**src/ssw_pkg.sv**
```systemverilog
// shared types and constants for the sensor sample window averager
package ssw_pkg;

   // fixed field widths
   localparam int SEQ_W    = 32;
   localparam int RAW_W    = 32;
   localparam int SAMPLE_W = 16;
   localparam int MV_W     = 23;
   localparam int FILL_W   = 4;
   localparam int COUNT_W  = 32;
   localparam int TOTAL_W  = 64;

   // valid reading range and millivolt scale
   localparam logic signed [RAW_W-1:0] RAW_MIN  = -32'sd32768;
   localparam logic signed [RAW_W-1:0] RAW_MAX  = 32'sd32767;
   localparam logic signed [MV_W-1:0]  MV_SCALE = 23'sd100;

   // queue between front and back
   localparam int QUEUE_DEPTH = 2;
   localparam int QPTR_W      = $clog2(QUEUE_DEPTH);
   localparam int QCNT_W      = $clog2(QUEUE_DEPTH + 1);

   // quotient bits produced per divider cycle
   localparam int DIV_RADIX = 8;

   typedef enum logic [1:0] {
      ST_OK    = 2'd0,
      ST_SEQ   = 2'd1,
      ST_RANGE = 2'd2
   } status_type;

   typedef struct packed {
      status_type              status;
      logic signed [MV_W-1:0]  mv;
   } entry_type;

   typedef struct packed {
      logic full;
      logic empty;
   } queue_status_type;

endpackage

```
**src/ssw_front.sv**
```systemverilog
// front end: sequence check, range check and millivolt scaling
module ssw_front import ssw_pkg::*; (
   input  logic                    clock,
   input  logic                    reset,
   input  logic                    req_valid,
   output logic                    req_stall,
   input  logic [SEQ_W-1:0]        req_sample_seq,
   input  logic signed [RAW_W-1:0] req_raw_counts,
   input  queue_status_type        q_status,
   output logic                    push,
   output entry_type               push_entry
);

   logic [SEQ_W-1:0]       expected_ff;
   logic [SEQ_W-1:0]       expected_in;
   logic signed [MV_W-1:0] raw_ext;
   logic                   in_range;

   // accept whenever the queue has room
   assign req_stall = q_status.full;
   assign push      = req_valid && !q_status.full;

   // scale the low half of the reading to millivolts
   assign raw_ext  = {{(MV_W-SAMPLE_W){req_raw_counts[SAMPLE_W-1]}},
                      req_raw_counts[SAMPLE_W-1:0]};
   assign in_range = (req_raw_counts >= RAW_MIN) && (req_raw_counts <= RAW_MAX);

   // classify, sequence check first
   always_comb begin
      push_entry.mv = raw_ext * MV_SCALE;
      priority if (req_sample_seq != expected_ff) begin
         push_entry.status = ST_SEQ;
      end else if (!in_range) begin
         push_entry.status = ST_RANGE;
      end else begin
         push_entry.status = ST_OK;
      end
   end

   // expected number advances on every accepted word
   assign expected_in = push ? expected_ff + 32'd1 : expected_ff;

   always_ff @(posedge clock) begin
      if (reset) begin
         expected_ff <= '0;
      end else begin
         expected_ff <= expected_in;
      end
   end

endmodule

```
**src/ssw_queue.sv**
```systemverilog
// short queue of classified words between front and back
module ssw_queue import ssw_pkg::*; (
   input  logic             clock,
   input  logic             reset,
   input  logic             push,
   input  entry_type        push_entry,
   input  logic             pop,
   output entry_type        head,
   output queue_status_type q_status
);

   localparam logic [QPTR_W-1:0] PTR_LAST = QPTR_W'(QUEUE_DEPTH - 1);
   localparam logic [QCNT_W-1:0] CNT_FULL = QCNT_W'(QUEUE_DEPTH);

   entry_type         entry_ff [QUEUE_DEPTH];
   logic [QPTR_W-1:0] wr_ptr_ff, wr_ptr_in;
   logic [QPTR_W-1:0] rd_ptr_ff, rd_ptr_in;
   logic [QCNT_W-1:0] count_ff, count_in;

   assign q_status.full  = (count_ff == CNT_FULL);
   assign q_status.empty = (count_ff == '0);
   assign head           = entry_ff[rd_ptr_ff];

   // pointer and fill tracking
   always_comb begin
      wr_ptr_in = wr_ptr_ff;
      rd_ptr_in = rd_ptr_ff;
      count_in  = count_ff;
      if (push) begin
         wr_ptr_in = (wr_ptr_ff == PTR_LAST) ? '0 : wr_ptr_ff + 1'b1;
      end
      if (pop) begin
         rd_ptr_in = (rd_ptr_ff == PTR_LAST) ? '0 : rd_ptr_ff + 1'b1;
      end
      if (push && !pop) begin
         count_in = count_ff + 1'b1;
      end else if (pop && !push) begin
         count_in = count_ff - 1'b1;
      end
   end

   always_ff @(posedge clock) begin
      if (reset) begin
         wr_ptr_ff <= '0;
         rd_ptr_ff <= '0;
         count_ff  <= '0;
      end else begin
         wr_ptr_ff <= wr_ptr_in;
         rd_ptr_ff <= rd_ptr_in;
         count_ff  <= count_in;
      end
   end

   // entry storage
   always_ff @(posedge clock) begin
      if (push) begin
         entry_ff[wr_ptr_ff] <= push_entry;
      end
   end

endmodule

```
**src/ssw_back.sv**
```systemverilog
// back end: window update, average divide, batch and totals, result register
module ssw_back import ssw_pkg::*; #(
   parameter int WINDOW_DEPTH = 8,
   parameter int BATCH_SIZE   = 16
) (
   input  logic                      clock,
   input  logic                      reset,
   input  queue_status_type          q_status,
   input  entry_type                 head,
   output logic                      pop,
   output logic                      rsp_valid,
   input  logic                      rsp_stall,
   output status_type                rsp_status,
   output logic signed [MV_W-1:0]    rsp_average_mv,
   output logic [FILL_W-1:0]         rsp_window_fill,
   output logic                      rsp_batch_end,
   output logic [COUNT_W-1:0]        rsp_batch_total,
   output logic signed [TOTAL_W-1:0] rsp_average_sum,
   output logic [COUNT_W-1:0]        rsp_range_error_total,
   output logic [COUNT_W-1:0]        rsp_seq_error_total
);

   localparam int CNT_W    = $clog2(WINDOW_DEPTH + 1);
   localparam int SLOT_W   = (WINDOW_DEPTH > 1) ? $clog2(WINDOW_DEPTH) : 1;
   localparam int SUM_W    = MV_W + $clog2(WINDOW_DEPTH);
   localparam int DIV_ITER = (SUM_W + DIV_RADIX - 1) / DIV_RADIX;
   localparam int DIV_W    = DIV_ITER * DIV_RADIX;
   localparam int REM_W    = CNT_W + 1;
   localparam int ITER_W   = (DIV_ITER > 1) ? $clog2(DIV_ITER) : 1;
   localparam int BF_W     = (BATCH_SIZE > 1) ? $clog2(BATCH_SIZE) : 1;

   localparam logic [CNT_W-1:0]  CNT_FULL  = CNT_W'(WINDOW_DEPTH);
   localparam logic [SLOT_W-1:0] SLOT_LAST = SLOT_W'(WINDOW_DEPTH - 1);
   localparam logic [ITER_W-1:0] ITER_LAST = ITER_W'(DIV_ITER - 1);
   localparam logic [BF_W-1:0]   BF_LAST   = BF_W'(BATCH_SIZE - 1);

   typedef enum logic [5:0] {
      BK_IDLE = 6'b000001,
      BK_SUM  = 6'b000010,
      BK_PREP = 6'b000100,
      BK_DIV  = 6'b001000,
      BK_SIGN = 6'b010000,
      BK_FIN  = 6'b100000
   } back_state_type;

   back_state_type state_ff, state_in;

   // window memory
   logic signed [MV_W-1:0]    window_mem [WINDOW_DEPTH];
   logic signed [MV_W-1:0]    rd_ff;

   // item in flight
   status_type                status_ff, status_in;
   logic signed [MV_W-1:0]    mv_ff, mv_in;
   logic                      full_ff, full_in;

   // window bookkeeping
   logic [CNT_W-1:0]          count_ff, count_in;
   logic [SLOT_W-1:0]         slot_ff, slot_in;
   logic signed [SUM_W-1:0]   sum_ff, sum_in;
   logic signed [SUM_W-1:0]   old_term;
   logic signed [SUM_W-1:0]   mag_s;

   // divider
   logic                      neg_ff, neg_in;
   logic [DIV_W-1:0]          dq_ff, dq_in, dq_t;
   logic [REM_W-1:0]          rem_ff, rem_in, rem_t;
   logic [ITER_W-1:0]         iter_ff, iter_in;
   logic signed [MV_W-1:0]    avg_ff, avg_in;
   logic [MV_W-1:0]           quot;

   // running state
   logic signed [MV_W-1:0]    last_avg_ff, last_avg_in;
   logic [BF_W-1:0]           bfill_ff, bfill_in;
   logic [COUNT_W-1:0]        batch_ff, batch_in;
   logic [TOTAL_W-1:0]        total_ff, total_in;
   logic [COUNT_W-1:0]        range_err_ff, range_err_in;
   logic [COUNT_W-1:0]        seq_err_ff, seq_err_in;
   logic                      bend;

   // result register
   logic                      rsp_valid_ff, rsp_valid_in;
   logic                      load_rsp;
   logic                      out_free;

   assign out_free = !rsp_valid_ff || !rsp_stall;
   assign pop      = (state_ff == BK_IDLE) && !q_status.empty;
   assign load_rsp = (state_ff == BK_FIN) && out_free;

   // one divider cycle: DIV_RADIX restoring steps
   always_comb begin
      rem_t = rem_ff;
      dq_t  = dq_ff;
      for (int k = 0; k < DIV_RADIX; k++) begin
         rem_t = {rem_t[REM_W-2:0], dq_t[DIV_W-1]};
         dq_t  = {dq_t[DIV_W-2:0], 1'b0};
         if (rem_t >= {1'b0, count_ff}) begin
            rem_t   = rem_t - {1'b0, count_ff};
            dq_t[0] = 1'b1;
         end
      end
   end

   assign old_term = full_ff ? SUM_W'(rd_ff) : '0;
   assign mag_s    = sum_ff[SUM_W-1] ? -sum_ff : sum_ff;
   assign quot     = dq_ff[MV_W-1:0];

   // sequencer and next state
   always_comb begin
      state_in     = state_ff;
      status_in    = status_ff;
      mv_in        = mv_ff;
      full_in      = full_ff;
      count_in     = count_ff;
      slot_in      = slot_ff;
      sum_in       = sum_ff;
      neg_in       = neg_ff;
      dq_in        = dq_ff;
      rem_in       = rem_ff;
      iter_in      = iter_ff;
      avg_in       = avg_ff;
      last_avg_in  = last_avg_ff;
      bfill_in     = bfill_ff;
      batch_in     = batch_ff;
      total_in     = total_ff;
      range_err_in = range_err_ff;
      seq_err_in   = seq_err_ff;
      bend         = 1'b0;
      rsp_valid_in = rsp_valid_ff && rsp_stall;

      unique case (state_ff)
         BK_IDLE: begin
            if (pop) begin
               status_in = head.status;
               mv_in     = head.mv;
               if (head.status == ST_OK) begin
                  full_in  = (count_ff == CNT_FULL);
                  count_in = (count_ff == CNT_FULL) ? count_ff : count_ff + 1'b1;
                  slot_in  = (slot_ff == SLOT_LAST) ? '0 : slot_ff + 1'b1;
                  state_in = BK_SUM;
               end else begin
                  state_in = BK_FIN;
               end
            end
         end
         BK_SUM: begin
            sum_in   = sum_ff + SUM_W'(mv_ff) - old_term;
            state_in = BK_PREP;
         end
         BK_PREP: begin
            neg_in   = sum_ff[SUM_W-1];
            dq_in    = DIV_W'(unsigned'(mag_s));
            rem_in   = '0;
            iter_in  = '0;
            state_in = BK_DIV;
         end
         BK_DIV: begin
            dq_in  = dq_t;
            rem_in = rem_t;
            if (iter_ff == ITER_LAST) begin
               state_in = BK_SIGN;
            end else begin
               iter_in = iter_ff + 1'b1;
            end
         end
         BK_SIGN: begin
            avg_in   = neg_ff ? -signed'(quot) : signed'(quot);
            state_in = BK_FIN;
         end
         BK_FIN: begin
            if (out_free) begin
               unique case (status_ff)
                  ST_OK: begin
                     last_avg_in = avg_ff;
                     total_in    = total_ff + TOTAL_W'(avg_ff);
                     if (bfill_ff == BF_LAST) begin
                        bfill_in = '0;
                        batch_in = batch_ff + 32'd1;
                        bend     = 1'b1;
                     end else begin
                        bfill_in = bfill_ff + 1'b1;
                     end
                  end
                  ST_SEQ: begin
                     seq_err_in = seq_err_ff + 32'd1;
                  end
                  ST_RANGE: begin
                     range_err_in = range_err_ff + 32'd1;
                  end
                  default: begin
                  end
               endcase
               rsp_valid_in = 1'b1;
               state_in     = BK_IDLE;
            end
         end
         default: begin
            state_in = BK_IDLE;
         end
      endcase
   end

   // control and running state
   always_ff @(posedge clock) begin
      if (reset) begin
         state_ff     <= BK_IDLE;
         count_ff     <= '0;
         slot_ff      <= '0;
         sum_ff       <= '0;
         last_avg_ff  <= '0;
         bfill_ff     <= '0;
         batch_ff     <= '0;
         total_ff     <= '0;
         range_err_ff <= '0;
         seq_err_ff   <= '0;
         rsp_valid_ff <= 1'b0;
      end else begin
         state_ff     <= state_in;
         count_ff     <= count_in;
         slot_ff      <= slot_in;
         sum_ff       <= sum_in;
         last_avg_ff  <= last_avg_in;
         bfill_ff     <= bfill_in;
         batch_ff     <= batch_in;
         total_ff     <= total_in;
         range_err_ff <= range_err_in;
         seq_err_ff   <= seq_err_in;
         rsp_valid_ff <= rsp_valid_in;
      end
   end

   // datapath registers
   always_ff @(posedge clock) begin
      status_ff <= status_in;
      mv_ff     <= mv_in;
      full_ff   <= full_in;
      neg_ff    <= neg_in;
      dq_ff     <= dq_in;
      rem_ff    <= rem_in;
      iter_ff   <= iter_in;
      avg_ff    <= avg_in;
   end

   // window memory: read the oldest entry and overwrite it in the same cycle
   always_ff @(posedge clock) begin
      if (pop && (head.status == ST_OK)) begin
         rd_ff               <= window_mem[slot_ff];
         window_mem[slot_ff] <= head.mv;
      end
   end

   // result word
   always_ff @(posedge clock) begin
      if (load_rsp) begin
         rsp_status            <= status_ff;
         rsp_average_mv        <= last_avg_in;
         rsp_window_fill       <= FILL_W'(count_ff);
         rsp_batch_end         <= bend;
         rsp_batch_total       <= batch_in;
         rsp_average_sum       <= total_in;
         rsp_range_error_total <= range_err_in;
         rsp_seq_error_total   <= seq_err_in;
      end
   end

   assign rsp_valid = rsp_valid_ff;

endmodule

```
**src/sensor_sample_window_average_core.sv**
```systemverilog
// sensor sample window averager: sequence check, moving average, batch totals
//
// Input words (req_) carry a sequence number and a raw reading; each one
// gives exactly one result word (rsp_) in arrival order. Both channels use
// valid/stall: a word moves on a clock edge with valid high and stall low.
// A front stage checks the sequence number, range-checks the reading and
// scales it to millivolts, then places the word in a two-entry queue. The
// back stage updates the window, divides the window sum by the fill count
// with a radix-256 restoring divider, and loads the result register.
// A good reading passes the back stage through its sum, prepare, divide,
// sign and finish steps, with the divide step repeated until all quotient
// bits are done; a rejected reading goes straight to the finish step. The
// back stage takes no new word until it is through with the last one. The
// queue keeps the input open while the back stage works. When the receiver
// stalls, the result word holds, the back stage waits in its last step and
// the queue fills before req_stall rises.
// Synchronous reset clears the counters, totals and window fill; window
// entries are only used after they have been written.
module sensor_sample_window_average_core import ssw_pkg::*; #(
   parameter int WINDOW_DEPTH = 8,
   parameter int BATCH_SIZE   = 16
) (
   input  logic                      clock,
   input  logic                      reset,
   input  logic                      req_valid,
   output logic                      req_stall,
   input  logic [SEQ_W-1:0]          req_sample_seq,
   input  logic signed [RAW_W-1:0]   req_raw_counts,
   output logic                      rsp_valid,
   input  logic                      rsp_stall,
   output logic [1:0]                rsp_status,
   output logic signed [MV_W-1:0]    rsp_average_mv,
   output logic [FILL_W-1:0]         rsp_window_fill,
   output logic                      rsp_batch_end,
   output logic [COUNT_W-1:0]        rsp_batch_total,
   output logic signed [TOTAL_W-1:0] rsp_average_sum,
   output logic [COUNT_W-1:0]        rsp_range_error_total,
   output logic [COUNT_W-1:0]        rsp_seq_error_total
);

   logic             push;
   logic             pop;
   entry_type        push_entry;
   entry_type        head;
   queue_status_type q_status;
   status_type       status_word;

   assign rsp_status = status_word;

   // classify incoming words
   ssw_front u_front (
      .clock          (clock),
      .reset          (reset),
      .req_valid      (req_valid),
      .req_stall      (req_stall),
      .req_sample_seq (req_sample_seq),
      .req_raw_counts (req_raw_counts),
      .q_status       (q_status),
      .push           (push),
      .push_entry     (push_entry)
   );

   // decoupling queue
   ssw_queue u_queue (
      .clock      (clock),
      .reset      (reset),
      .push       (push),
      .push_entry (push_entry),
      .pop        (pop),
      .head       (head),
      .q_status   (q_status)
   );

   // window, divider and totals
   ssw_back #(
      .WINDOW_DEPTH (WINDOW_DEPTH),
      .BATCH_SIZE   (BATCH_SIZE)
   ) u_back (
      .clock                 (clock),
      .reset                 (reset),
      .q_status              (q_status),
      .head                  (head),
      .pop                   (pop),
      .rsp_valid             (rsp_valid),
      .rsp_stall             (rsp_stall),
      .rsp_status            (status_word),
      .rsp_average_mv        (rsp_average_mv),
      .rsp_window_fill       (rsp_window_fill),
      .rsp_batch_end         (rsp_batch_end),
      .rsp_batch_total       (rsp_batch_total),
      .rsp_average_sum       (rsp_average_sum),
      .rsp_range_error_total (rsp_range_error_total),
      .rsp_seq_error_total   (rsp_seq_error_total)
   );

   // queue never reports full and empty together
   a_queue_flags: assert property (@(posedge clock) disable iff (reset)
      !(q_status.full && q_status.empty))
      else $error("queue full and empty at once");

   // a rejected reading never closes a batch
   a_error_no_batch: assert property (@(posedge clock) disable iff (reset)
      (rsp_valid && (rsp_status != ST_OK)) |-> !rsp_batch_end)
      else $error("batch end on a rejected reading");

   // no result word right after reset
   a_reset_idle: assert property (@(posedge clock)
      $past(reset) |-> !rsp_valid)
      else $error("result valid after reset");

endmodule
```
**config.mk**
```make
export PLATFORM = sky130hd
export DESIGN_NAME = sensor_sample_window_average_core
export DESIGN_NICKNAME = d
export VERILOG_FILES = /design/src/ssw_pkg.sv /design/src/ssw_front.sv /design/src/ssw_queue.sv /design/src/ssw_back.sv /design/src/sensor_sample_window_average_core.sv
export SDC_FILE = /design/constraint.sdc
export NUM_CORES = 1
export LEC_CHECK = 0
export BUFFER_PORTS_ARGS = -buffer_cell sky130_fd_sc_hd__buf_2
export CORE_MARGIN = 2
export CORE_UTILIZATION = 55
export DETAILED_ROUTE_END_ITERATION = 16
export GPL_ROUTABILITY_DRIVEN = 0
export PLACE_DENSITY = 0.73
export SYNTH_ARGS = -nofsm -noshare
export SYNTH_HDL_FRONTEND = slang
export SYNTH_SLANG_ARGS = --single-unit
```
**constraint.sdc**
```tcl
create_clock -name clock -period 24.1 [get_ports clock]
set_clock_uncertainty 0.05 [all_clocks]
set_input_delay 0 -clock clock [delete_from_list [all_inputs] [get_ports clock]]
set_output_delay 0 -clock clock [all_outputs]
set_load 0.05 [all_outputs]
```
=== Word-level counts from Yosys, hierarchy flattened ===
Memories as Yosys holds them, arrays and structs flattened. A register that Yosys moved wholly into a read port is not among the register bits.
Cells that the tools add are included.

* Order comparisons: 10
* Add/subtract/negate cells: 25
* Shifts and indexed selects: 0
* Reductions and logical operators: 26
* Multipliers: 1
* Bitwise gates (word level): 1
* Eq/ne operators: 18
* Divide/modulo/power cells: 0
* Muxes and demuxes: 61

{| class="wikitable"
|+ Operator list
! kind !! count
|-
| 2-to-1 mux 32 bit || 10
|-
| 2-to-1 mux 64 bit || 3
|-
| adder 32 x 1 -> 32 bit (second input constant) || 4
|-
| 2-to-1 mux 23 bit || 4
|-
| adder 64 bit || 1
|-
| one-hot mux 32 bit (2 select lines) || 1
|-
| 2-to-1 mux 26 bit || 2
|-
| greater-or-equal comparator 5 x 4 -> 1 bit || 8
|-
| 2-to-1 mux 4 bit || 9
|-
| one-hot mux 6 bit (6 select lines) || 1
|-
| greater-or-equal comparator 32 x 16 -> 1 bit (second input constant) || 1
|-
| less-or-equal comparator 32 x 16 -> 1 bit (second input constant) || 1
|-
| != test 32 bit || 1
|-
| subtractor 4 bit || 8
|-
| adder 26 x 23 -> 26 bit || 1
|-
| negation 26 bit || 1
|-
| subtractor 26 bit || 1
|-
| 2-to-1 mux 6 bit || 4
|-
| negation 23 bit || 1
|-
| multiplier 16 x 6 -> 21 bit (second input constant) || 1
|-
| 2-to-1 mux 1 bit || 19
|-
| 2-to-1 mux 2 bit || 5
|-
| AND reduction 3 bit || 3
|-
| adder 4 x 1 -> 4 bit (second input constant) || 2
|-
| other kinds (27) || 50
|}

* Register bits: 541
* Bits in writable memories: 230
* Latch bits: 0
* ROM bits: 0
* Memories: 2
* Input bits: 68
* Logic and storage cells: 175
* Output and inout port bits: 192

{| class="wikitable"
|+ Memory list
! name !! depth !! bits a word !! rd ports !! clocked after Yosys merged registers in !! wr ports !! RTL line !! text
|-
| u_back.window_mem || 8 || 23 || 1 || 1 || 1 || ssw_back.sv:49 || <nowiki>logic signed [MV_W-1:0] window_mem [WINDOW_DEPTH];</nowiki>
|-
| u_queue.entry_ff || 2 || 23 || 1 || 1 || 1 || ssw_queue.sv:15 || <nowiki>entry_type entry_ff [QUEUE_DEPTH];</nowiki>
|}

=== Logic depth before layout (Yosys ltp) ===
* Depth in word-level cells: 17
* Depth in mapped cells: 64
* Mapped depth without buffers: 62

=== Cells and area by module ===
A second synthesis with hierarchy kept.

* Cell total of the unflattened synthesis: 3488
* Area, all modules: 39052.5 sq um

{| class="wikitable"
|+ By module, submodules not included
! module !! times used !! area each (sq um) !! cells each !! seq. area each (sq um)
|-
| ssw_back || 1 || 33364.5 || 2937 || 19108.3
|-
| ssw_front || 1 || 3677.3 || 451 || 640.6
|-
| ssw_queue || 1 || 2010.7 || 100 || 1601.5
|}

=== Least setup slack after synthesis ===
No wires, ideal clock.

* Path kind: reg-to-reg
* From: register u_back.count_ff[1]
* To: register u_back.rem_ff[0], data pin
* Setup slack: 11924 ps
* Stages on the path, launching flop included: 60
* Setup time: 260 ps
* Clock period less this slack: 12176 ps
* Data arrival time: 11866 ps
* Required time: 23790 ps
* Buffers on the path: 2
* Path through: dfxtp_1 inv_1 ha_1 nor2b_4 o311a_1 o21ai_1 nand2_1 ha_1 nor3_1 a211o_1 o21ai_2 buf_4 o21ai_0 inv_1 ha_1 a2111o_1 and2_4 nor2_1 (+24 left out) buf_6 a21oi_1 ha_1 o21ai_0 nand2b_1 a21o_1 a21o_1 nor2_1 o211ai_1 o311a_1 a21oi_1 ha_1 a21o_1 a21o_1 a31o_2 a21oi_1 o211a_4 mux2_4

* Cells in the longest elaborated chain, start to end: 17
* Elaborated cells on any way between the ends: 24
* Classes of those cells: add/sub (7); order compare (8); mux (9)

{| class="wikitable"
|+ RTL lines
! what !! RTL line !! text
|-
| from (decl) || ssw_back.sv:58 || <nowiki>logic [CNT_W-1:0] count_ff, count_in;</nowiki>
|-
| from (signal assigned) || ssw_back.sv:219 || <nowiki>count_ff <= count_in;</nowiki>
|-
| subtractor 4 bit / greater-or-equal comparator 5 x 4 -> 1 bit (equally long branches) || ssw_back.sv:98, ssw_back.sv:97 ||
|-
| 2-to-1 mux 4 bit || ssw_back.sv:97 || <nowiki>if (rem_t >= {1'b0, count_ff}) begin</nowiki>
|-
| subtractor 4 bit / greater-or-equal comparator 5 x 4 -> 1 bit (equally long branches) || ssw_back.sv:98, ssw_back.sv:97 ||
|-
| 2-to-1 mux 4 bit || ssw_back.sv:97 ||
|-
| subtractor 4 bit / greater-or-equal comparator 5 x 4 -> 1 bit (equally long branches) || ssw_back.sv:98, ssw_back.sv:97 ||
|-
| 2-to-1 mux 4 bit || ssw_back.sv:97 ||
|-
| greater-or-equal comparator 5 x 4 -> 1 bit / subtractor 4 bit (equally long branches) || ssw_back.sv:97, ssw_back.sv:98 ||
|-
| 2-to-1 mux 4 bit || ssw_back.sv:97 ||
|-
| subtractor 4 bit / greater-or-equal comparator 5 x 4 -> 1 bit (equally long branches) || ssw_back.sv:98, ssw_back.sv:97 ||
|-
| 2-to-1 mux 4 bit || ssw_back.sv:97 ||
|-
| subtractor 4 bit / greater-or-equal comparator 5 x 4 -> 1 bit (equally long branches) || ssw_back.sv:98, ssw_back.sv:97 ||
|-
| 2-to-1 mux 4 bit || ssw_back.sv:97 ||
|-
| subtractor 4 bit / greater-or-equal comparator 5 x 4 -> 1 bit (equally long branches) || ssw_back.sv:98, ssw_back.sv:97 ||
|-
| 2-to-1 mux 4 bit || ssw_back.sv:97 ||
|-
| greater-or-equal comparator 5 x 4 -> 1 bit * || ssw_back.sv:97 ||
|-
| 2-to-1 mux 4 bit * || ssw_back.sv:97 ||
|-
| one-hot mux 4 bit (2 select lines) * || ssw_back.sv:131 || <nowiki>unique case (state_ff)</nowiki>
|-
| to (signal assigned) || ssw_back.sv:239 || <nowiki>rem_ff <= rem_in;</nowiki>
|-
| to (decl) || ssw_back.sv:67 || <nowiki>logic [REM_W-1:0] rem_ff, rem_in, rem_t;</nowiki>
|}

Mark *: on every way between the ends. The rest lies on a longest branch, timed or not.
A chain may end at the register's enable or synchronous reset.

=== Worst setup path after layout ===
* From: register u_back.count_ff[1]
* To: register u_back.rem_ff[1], data pin

* Cells in the longest elaborated chain, start to end: 17
* Elaborated cells on any way between the ends: 25
* Classes of those cells: add/sub (8); order compare (8); mux (9)

{| class="wikitable"
|+ RTL lines
! what !! RTL line
|-
| subtractor 4 bit / greater-or-equal comparator 5 x 4 -> 1 bit (equally long branches) || ssw_back.sv:98, ssw_back.sv:97
|-
| 2-to-1 mux 4 bit || ssw_back.sv:97
|-
| subtractor 4 bit / greater-or-equal comparator 5 x 4 -> 1 bit (equally long branches) || ssw_back.sv:98, ssw_back.sv:97
|-
| 2-to-1 mux 4 bit || ssw_back.sv:97
|-
| subtractor 4 bit / greater-or-equal comparator 5 x 4 -> 1 bit (equally long branches) || ssw_back.sv:98, ssw_back.sv:97
|-
| 2-to-1 mux 4 bit || ssw_back.sv:97
|-
| greater-or-equal comparator 5 x 4 -> 1 bit / subtractor 4 bit (equally long branches) || ssw_back.sv:97, ssw_back.sv:98
|-
| 2-to-1 mux 4 bit || ssw_back.sv:97
|-
| subtractor 4 bit / greater-or-equal comparator 5 x 4 -> 1 bit (equally long branches) || ssw_back.sv:98, ssw_back.sv:97
|-
| 2-to-1 mux 4 bit || ssw_back.sv:97
|-
| subtractor 4 bit / greater-or-equal comparator 5 x 4 -> 1 bit (equally long branches) || ssw_back.sv:98, ssw_back.sv:97
|-
| 2-to-1 mux 4 bit || ssw_back.sv:97
|-
| greater-or-equal comparator 5 x 4 -> 1 bit / subtractor 4 bit (equally long branches) || ssw_back.sv:97, ssw_back.sv:98
|-
| 2-to-1 mux 4 bit || ssw_back.sv:97
|-
| subtractor 4 bit / greater-or-equal comparator 5 x 4 -> 1 bit (equally long branches) || ssw_back.sv:98, ssw_back.sv:97
|-
| 2-to-1 mux 4 bit * || ssw_back.sv:97
|-
| one-hot mux 4 bit (2 select lines) * || ssw_back.sv:131
|}

Marked as above.

==> impl_metrics.tcl <==
set metrics [dict create \
    outcome "finished clean" \
    dp_hpwl_um 56230 \
    slowest_delay_ns 0.74 \
    die_h_um 268.7 \
    synth_ff_type "edfxtp_1" \
    ir_drop_mv 0.05494 \
    maxCapViolCount 0 \
    rsz0062_at_grt "no" \
    startpoint "u_back.count_ff[1]$_SDFFE_PP0P_" \
    grt_max_degree 92 \
    wire_per_inst_um 16.88 \
    grt_usage_pct 22.45 \
    grt_pass1_vias 25410 \
    seq_area_um2 20590 \
    area_delta_synth_final_pct 13.05 \
    cts_sinks 773 \
    cp-start-kind "flop" \
    whs_endpoint "u_back.total_ff[34]$_SDFF_PP0_" \
    drt_iter0_markers 1674 \
    stdcell_count 4790 \
    cp.required_ns 24.41 \
    die_w_um 268.7 \
    routed_wl_um 80880 \
    drive_gt1_share_pct 12.70 \
    synth_most_common_cell "edfxtp_1" \
    critPathArrivalTime_ns 14.47 \
    clockRootBuffer "clkbuf_16" \
    dieArea_um2 72200 \
    routed.top_layer "met4" \
    final_nets 4087 \
    p_per_area_nw_per_um2 77.78 \
    finalPower_mw 3.388 \
    r2r_end "u_back.rem_ff[1]$_SDFFCE_PN0P_" \
    wl_met2_um 39670 \
    port_buffers 259 \
    ys_seq_elements 773 \
    antenna_found_initial 0 \
    hp-start "reset" \
    num_vias 26370 \
    fill_cells 5645 \
    tns_ns 0 \
    synth_common_cells "edfxtp_1 (511), nand2_1 (356), dfxtp_1 (262), inv_1 (239), xnor2_1 (218)" \
    yosysUniqueCellTypes 88 \
    cts_buffer_depth 3 \
    via_per_inst 5.505 \
    synth_nets 3824 \
    cts_buffers 79 \
    rr_worst_depth 56 \
    ys_seq_area_share_pct 53.43 \
    p_leak_nw 17.09 \
    dp.cells 4627 \
    hold_viol_final 0 \
    overflow 0 \
    synth_edf_count 511 \
    post_synth.cell_area_avg_um2 10.94 \
    htreeDepth 3 \
    yosysTopAreaCellShare_pct 39.82 \
    worst_slew_pin_slew_ns 1.175 \
    drc 0 \
    ys_warn_count 0 \
    synthCells 3522 \
    r2r_slack_ns 9.94 \
    core_um2 69660 \
    timing.rr.start "u_back.count_ff[1]$_SDFFE_PP0P_" \
    ios 260 \
    holdPathStages 3 \
    slew_violations 0 \
    clock.fmax_ghz 0.07061 \
    syn_area_um2 38530 \
    antenna_cells 0 \
    critPathMaxFanout 14 \
    async_reset_ff_share_pct 0 \
    fp-row-count 97 \
    ant_nets 0 \
    synth.area.top_cells "edfxtp_1 (40%), dfxtp_1 (14%), ha_1 (6.1%), xnor2_1 (5.0%), nand2_1 (3.5%)" \
    cp_slowest_cell "dfxtp_1" \
    cts_tree "yes" \
    fin_crit_sh_pct 58.77 \
    first_pass_iters 5 \
    met1_length_um 35570 \
    worst_setup_path_end_kind "flop" \
    dr_wl_met3_um 3954 \
    multi_input_area_um2 16620 \
    setup_viol 0 \
    clk_pin_slew_ns 0.06 \
    post_cts_buffers 0 \
    grt_pass1_wl_um 130400 \
    clk_latency_ns 0.63 \
    hold_class "input port to flop" \
    start_util_pct 55.31 \
    crit_type "flop to flop" \
    relSlewSlack_pct 21.65 \
    min_period_ns 14.16 \
    whs_ns 0.02279 \
    final_util_pct 62.53 \
    yosys.area.top_type "edfxtp_1" \
]
[sequential cells by signal (all words and copies together), names as in the netlist, 6 cells and up, named ones only]
name                          cells
u_back.total_ff                  64
u_back.mv_ff                     21
u_back.rsp_range_error_total     32
u_back.dq_ff                     32
u_back.rsp_average_mv            23
u_queue.entry_ff                 46
u_back.avg_ff                    23
u_back.rsp_seq_error_total       32
u_back.last_avg_ff               23
u_back.rsp_batch_total           32
u_back.batch_ff                  32
u_back.rsp_average_sum           64
u_back.rd_ff                     21
u_back.range_err_ff              32
u_back.sum_ff                    24
u_back.seq_err_ff                32
u_back.window_mem               168
u_front.expected_ff              32
u_back.state_ff                   6
[layout by cell type, fill, tap and decap left out, drive strengths merged, types with 182 or more instances in the layout]
cell type / Yosys / routed
inv: 239 / 243
and2: 182 / 182
buf: 15 / 289
a21oi: 200 / 200
nand2: 356 / 356
ha: 187 / 187
nor2: 186 / 186
edfxtp: 511 / 511
xnor2: 218 / 218
dfxtp: 262 / 262
[worst max path at each step]
stage	to	slack, ns
floorplan	u_back.rem_ff[0]$_SDFFCE_PN0P_	11.92
global placement	u_back.rem_ff[3]$_SDFFCE_PN0P_	10.45
detailed placement	u_back.rem_ff[0]$_SDFFCE_PN0P_	10.13
CTS	u_back.rem_ff[3]$_SDFFCE_PN0P_	10.01
global route	u_back.rem_ff[3]$_SDFFCE_PN0P_	8.76
finish	u_back.rem_ff[1]$_SDFFCE_PN0P_	9.94
[metal layers]
layer	vias to the layer above	global-route usage, %
li1	13110	-
met1	12530	29.60
met2	613	38.84
met3	117	2.913
met4	0	6.532
met5	-	0
[per-stage QoR]
stage	setup WS (ns)	instance area (um2)
after floorplan	11.92	38530
after global placement	10.45	40810
after detailed placement	10.13	40810
after CTS	10.01	43560
after global routing	8.761	43560
final	9.937	43560
[critical path, delay by kind of cell, from the launching register on]
| family | cells | cell delay [ns] |
|---|---|---|
| flops | 1 | 0.74 |
| compound gates | 32 | 7.35 |
| buf+inv | 3 | 0.68 |
| fa+ha+maj | 8 | 2.53 |
| mux | 3 | 0.96 |
| simple gates | 10 | 1.55 |
[where the power goes]
part           internal, mW  leakage (nW)  switching, mW
registers              1.55          6.63         0.0286
clock network         0.708          1.25          0.507
logic                 0.196          9.20          0.401
[kinds of logic after synthesis]
kind of cell | count (synthesis) | synth area share (%)
and+or+nand+nor | 1122 | 14.68
DFF | 773 | 53.43
AOI/OAI and AO/OA | 672 | 11.26
buffers and inverters | 363 | 3.585
xor gates and xnor gates | 294 | 6.682
adders and majority gates | 234 | 8.514
muxes | 64 | 1.844
[cell type report]
type / instances / share of cell area [%]
Clock buffer: 102 / 4.831
Clock inverter: 44 / 1.109
Sequential cell: 773 / 47.26
Inverter: 239 / 2.062
Tap cell: 940 / 2.700
Multi-Input combinational cell: 2386 / 38.15
Timing Repair Buffer: 306 / 3.889
[what timing repair did]
action,4_1_cts,5_1_grt
hold buffers,17,0
hold endpoints to repair,26,0
resized for setup,0,0
(Power assumes the default switching activity.)
